[config.mk]
export PLATFORM = sky130hd
export DESIGN_NAME = pisf_isqrt
export DESIGN_NICKNAME = d
export VERILOG_FILES = /design/src/rtl/pisf_pkg.sv /design/src/rtl/pisf_isqrt.sv
export SDC_FILE = /design/constraint.sdc
export NUM_CORES = 2
export LEC_CHECK = 0
export BUFFER_PORTS_ARGS = -buffer_cell sky130_fd_sc_hd__buf_2
export CAP_MARGIN = 30
export CORE_ASPECT_RATIO = 1.75
export CORE_MARGIN = 2
export CORE_UTILIZATION = 50
export CTS_BUF_LIST = sky130_fd_sc_hd__clkbuf_8 sky130_fd_sc_hd__clkbuf_16
export CTS_CLUSTER_SIZE = 14
export DETAILED_ROUTE_END_ITERATION = 8
export PLACE_DENSITY = 0.73
export SYNTH_ARGS = -nofsm -noshare
export SYNTH_HDL_FRONTEND = slang
export SYNTH_SLANG_ARGS = --single-unit
[constraint.sdc]
create_clock -name aclk -period 5.9 [get_ports aclk]
set_clock_uncertainty 0.05 [all_clocks]
set_input_delay 0.59 -clock aclk [delete_from_list [all_inputs] [get_ports aclk]]
set_output_delay 0.59 -clock aclk [all_outputs]
set_load 0.01 [all_outputs]
[src/rtl/pisf_pkg.sv]
// ----------------------------------------------------------------------------
// pisf_pkg: shared types and constants for the inverse-square force unit
// Fixed-point widths, configuration register codes and the word formats
// of the input and result channels.
// ----------------------------------------------------------------------------
package pisf_pkg;

    localparam int COORD_W  = 24;            // Q12.12 position
    localparam int MASS_W   = 24;            // unsigned Q12.12
    localparam int CHARGE_W = 24;            // signed Q12.12
    localparam int K_W      = 24;            // unsigned Q0.24 scale
    localparam int OFS_W    = COORD_W + 1;   // offset between two positions
    localparam int SQ_W     = 2 * OFS_W;     // one squared offset
    localparam int DSQ_W    = 50;            // Q26.24 squared distance
    localparam int PROD_W   = MASS_W + MASS_W;
    localparam int NUM_W    = PROD_W + K_W;  // Q24.48 numerator
    localparam int MAG_W    = 47;            // unsigned magnitude bits
    localparam int FORCE_W  = 48;            // signed Q24.24 force
    localparam int ROOT_W   = DSQ_W / 2;     // Q13.12 distance
    localparam int COS_W    = 25;            // Q1.24 direction cosine
    localparam int COS_FRAC = COS_W - 1;
    localparam int HALF_W   = 24;            // split point of wide products
    localparam int CFG_IDX_W = 2;

    localparam logic [MAG_W-1:0] MAG_MAX = {MAG_W{1'b1}};

    typedef enum logic [CFG_IDX_W-1:0] {
        CFG_GRAV_K = 2'd0,
        CFG_ELEC_K = 2'd1
    } cfg_reg_e;

    localparam logic FUNC_GRAV = 1'b0;
    localparam logic FUNC_ELEC = 1'b1;

    typedef struct packed {
        logic                       func;
        logic signed [COORD_W-1:0]  a_pos_x;
        logic signed [COORD_W-1:0]  a_pos_y;
        logic signed [COORD_W-1:0]  a_pos_z;
        logic signed [COORD_W-1:0]  b_pos_x;
        logic signed [COORD_W-1:0]  b_pos_y;
        logic signed [COORD_W-1:0]  b_pos_z;
        logic        [MASS_W-1:0]   a_mass;
        logic        [MASS_W-1:0]   b_mass;
        logic signed [CHARGE_W-1:0] a_charge;
        logic signed [CHARGE_W-1:0] b_charge;
    } pisf_in_t;

    typedef struct packed {
        logic        [DSQ_W-1:0]   dist_sq;
        logic signed [FORCE_W-1:0] magnitude;
        logic signed [FORCE_W-1:0] force_x;
        logic signed [FORCE_W-1:0] force_y;
        logic signed [FORCE_W-1:0] force_z;
        logic                      zero_dist;
        logic                      saturated;
    } pisf_out_t;

endpackage

[src/rtl/pisf_isqrt.sv]
// ----------------------------------------------------------------------------
// pisf_isqrt: pipelined integer square root
// Digit-by-digit floor square root, one root bit per stage; the root
// leaves the last stage, each stage advancing on en.
// ----------------------------------------------------------------------------
module pisf_isqrt #(
    parameter int R_W = pisf_pkg::ROOT_W
) (
    input  logic             aclk,
    input  logic             en,
    input  logic [2*R_W-1:0] n_in,
    output logic [R_W-1:0]   root_out
);

    localparam int REM_W = R_W + 1;
    localparam int CUR_W = R_W + 3;

    logic [REM_W-1:0]   rem_reg  [R_W];
    logic [2*R_W-1:0]   n_reg    [R_W];
    logic [R_W-1:0]     root_reg [R_W];

    for (genvar i = 0; i < R_W; i++) begin : g_step
        logic [REM_W-1:0] rem_prev, rem_next;
        logic [2*R_W-1:0] n_prev, n_next;
        logic [R_W-1:0]   root_prev, root_next;
        logic [CUR_W-1:0] cur, test, diff;
        logic             fits;

        if (i == 0) begin : g_first
            assign rem_prev  = '0;
            assign n_prev    = n_in;
            assign root_prev = '0;
        end else begin : g_rest
            assign rem_prev  = rem_reg[i-1];
            assign n_prev    = n_reg[i-1];
            assign root_prev = root_reg[i-1];
        end

        always_comb begin
            cur       = {rem_prev, n_prev[2*R_W-1 -: 2]};
            test      = {1'b0, root_prev, 2'b01};
            diff      = cur - test;
            fits      = cur >= test;
            rem_next  = fits ? diff[REM_W-1:0] : cur[REM_W-1:0];
            n_next    = {n_prev[2*R_W-3:0], 2'b00};
            root_next = {root_prev[R_W-2:0], fits};
        end

        always_ff @(posedge aclk) begin
            if (en) begin
                rem_reg[i]  <= rem_next;
                n_reg[i]    <= n_next;
                root_reg[i] <= root_next;
            end
        end
    end

    assign root_out = root_reg[R_W-1];

endmodule

==> results.cfg <==
[finish]
layout_commonest_cell = edfxtp_1
largest_reg_flops = 600
drive_above_1_share_pct = 7.597
layout_common_cells = edfxtp_1, inv_1, ha_1
area_growth_pct = 10.94
nets = 5854

[critical_path]
critPathArrivalTime_ps = 4610
cp_slowest_stage_delay_ps = 710
crit_chain = ha_1 > nor2b_1 > o311ai_2 > a21oi_1 > o41ai_1 > buf_4 > o21ai_1 > a21oi_2 > inv_1 > mux2_2
startpoint_type = flip-flop
cp_max_fo = 18
crit_path_end_kind = flip-flop
required_ps = 6360
crit_type = flip-flop to flip-flop
slowest_stage = a21oi_2

[die]
coreArea_um2 = 138400
start_util_pct = 50.20
die_h_um = 497.1
die_width_um = 285.8
std_cell_rows = 181
die-area_um2 = 142000
io_pins = 77

[synth]
syn-cell-area_um2 = 69460
async_flop_share_pct = 0
synth_seq_cells = 1514
synth_top_area_cell = edfxtp_1
synth_top_area_share_pct = 65.45
synth_area_leaders = edfxtp_1, ha_1, xnor2_1, xor2_1, a21oi_1
syn_nets = 5626
syn_area_per_cell_um2 = 13.30
ys_types = 91
ys.flop_type = edfxtp_1
ys.warnings.count = 0
syn_inst = 5222
ys_seq_area_share_pct = 65.45
synth_edf_count = 1514

[power]
p_switching_mw = 7.689
pwr-share-clk_pct = 30.3
seqPwrFrac_pct = 50.8
leakagePower_nw = 29.59
p_comb_share_pct = 18.9
p_per_area_nw_per_um2 = 363.3
p_sw_share_pct = 27.46
internal-power_mw = 20.31
p_total_mw = 28.00
ir_drop_mv = 0.2627

[grt]
grt_pass1_vias = 43123
grt_usage_pct = 19.02
grt_max_degree = 174
grt.overflow.total = 0
antenna_found_initial = 1
grt_pass1_wl_mm = 210.4

[placement]
portBuffers = 76
hpwl_mm = 99.27
place_congestion = 0.9150

[cts]
cts_max_path_buffers = 3
path_clk_slew_ps = 60
ctsHoldBuffers = 50
insertion_delay_ps = 790
cts_root_buf = clkbuf_16
cts_max_level = 4
cts_resized = 0
cts_made_buffers = 141
cts_tree = done
post_cts_buffers = 0
clock_sinks = 1514

[sta]
rsz0062_at_grt = no
worstMarginPinSlew_ps = 1034
tns_ps = 0
fmax_ghz = 0.2411
max-slew-margin-rel_pct = 30.12
setup_viol = 0
drv_slew = 0
timing.final.crit_share_pct = 70.31
hold_viol = 0
final.min_clock_period_ps = 4148

[job]
cap_viol_max_count = 0

[worst_hold_path]
hold_class = primary input to flip-flop

[detailed_routing]
dr_total_vias = 40688
drt_pre_antenna_iters = 5
viasPerCell = 5.519
drt-initial-drc-count = 1938
post_drt_wl_per_cell_um = 18.52
antenna_left = 0
route.detailed.drc = 0
finalWirelength_mm = 136.6

[run_status]
status = finished, final reports clean
power by group through the flow:
| stage | Combinational, mW | Clock [mW] | Sequential, mW |
|---|---|---|---|
| global route | 5.85 | 9.07 | 14.3 |
| floorplan | 3.80 | 0 | 14.2 |
| finish | 5.28 | 8.48 | 14.2 |
| detailed placement | 5.25 | 0 | 14.5 |
| global placement | 5.09 | 0 | 14.4 |
| CTS | 5.30 | 8.70 | 14.2 |
layer usage:
layer,global-route usage (%),wire length (µm),vias up
met2,41.50,84460,770
met3,2.571,3286,446
met4,14.62,10750,0
met5,0,0,-
met1,13.32,38060,19775
li1,-,-,19697
critical path: cells and delay by family, from the launching register on:
kind	cells	cell delay, ps
fa+ha+maj	1	370
buf+inv	2	540
simple gates	1	180
compound gates	5	1980
flops	1	390
mux	1	350
layout make-up:
cell class | instances | area [µm²]
Antenna cell | 1 | 2.502
Clock buffer | 143 | 3578
Clock inverter | 92 | 689.4
Fill cell | 10822 | 61310
Inverter | 424 | 1592
Multi-Input combinational cell | 3201 | 22100
Sequential cell | 1514 | 45460
Tap cell | 1830 | 2290
Timing Repair Buffer | 168 | 1353
cell usage after synthesis (all sizes together) (5+ instances only):
| cell type | number |
|---|---|
| o21a | 64 |
| and4 | 8 |
| a21oi | 333 |
| a21o | 115 |
| and3 | 29 |
| a2111oi | 11 |
| nand2b | 75 |
| inv | 424 |
| nor2b | 53 |
| and2 | 16 |
| clkbuf | 53 |
| xnor2 | 256 |
| o31ai | 33 |
| nand2 | 318 |
| nor3b | 10 |
| o21ai | 247 |
| a311o | 6 |
| edfxtp | 1514 |
| mux2i | 8 |
| a21boi | 9 |
| o21bai | 23 |
| nor4b | 10 |
| nor3 | 125 |
| or2 | 40 |
| mux2 | 41 |
| nor4 | 67 |
| o311ai | 5 |
| ha | 352 |
| buf | 30 |
| o211ai | 19 |
| nor2 | 332 |
| nand3 | 80 |
| a211oi | 33 |
| xor2 | 230 |
| a31oi | 29 |
| nand3b | 8 |
| or4 | 31 |
| o31a | 7 |
| a211o | 8 |
| o41ai | 6 |
| nand4 | 50 |
| or3 | 44 |
| nand4b | 8 |
| a41o | 8 |
| a31o | 11 |
cells by family (layout without fill, tap and decap cells):
group / after synthesis / in the layout / synth area share [%]
other cells: 1 / 2 / 0.005398
flops: 1514 / 1514 / 65.45
xor+xnor: 486 / 486 / 6.128
fa+ha+maj: 352 / 352 / 6.340
compound gates: 1000 / 1000 / 8.950
buf+inv: 507 / 827 / 2.819
mux: 49 / 49 / 0.8016
simple gates: 1313 / 1313 / 9.507
final timing paths:
path                  startpoint         endpoint  slack, ps  cells after the start
setup / recovery  rem_reg[5][52]  rem_reg[5][100]       1750                     10
setup reg to reg  rem_reg[5][52]  rem_reg[5][100]       1750                     10
hold reg to reg    n_reg[3][176]     n_reg[4][34]        360                      0
hold / removal          n_in[48]    rem_reg[0][0]         60                      2
metrics by stage:
step	hold WS (ps)	instance area (µm²)	cells	utilization, %	setup slack [ps]
4_1_cts	2.799	77050	7371	55.68	1708
5_1_grt	30.89	77060	7373	55.69	1564
2_1_floorplan	350.3	69460	5222	-	2822
3_3_place_gp	350.1	72220	7083	52.19	1618
3_5_place_dp	354.5	72280	7086	52.24	1752
6_report	63.63	77060	7373	55.69	1752
Note: power is estimated with default switching activity, not from simulation.
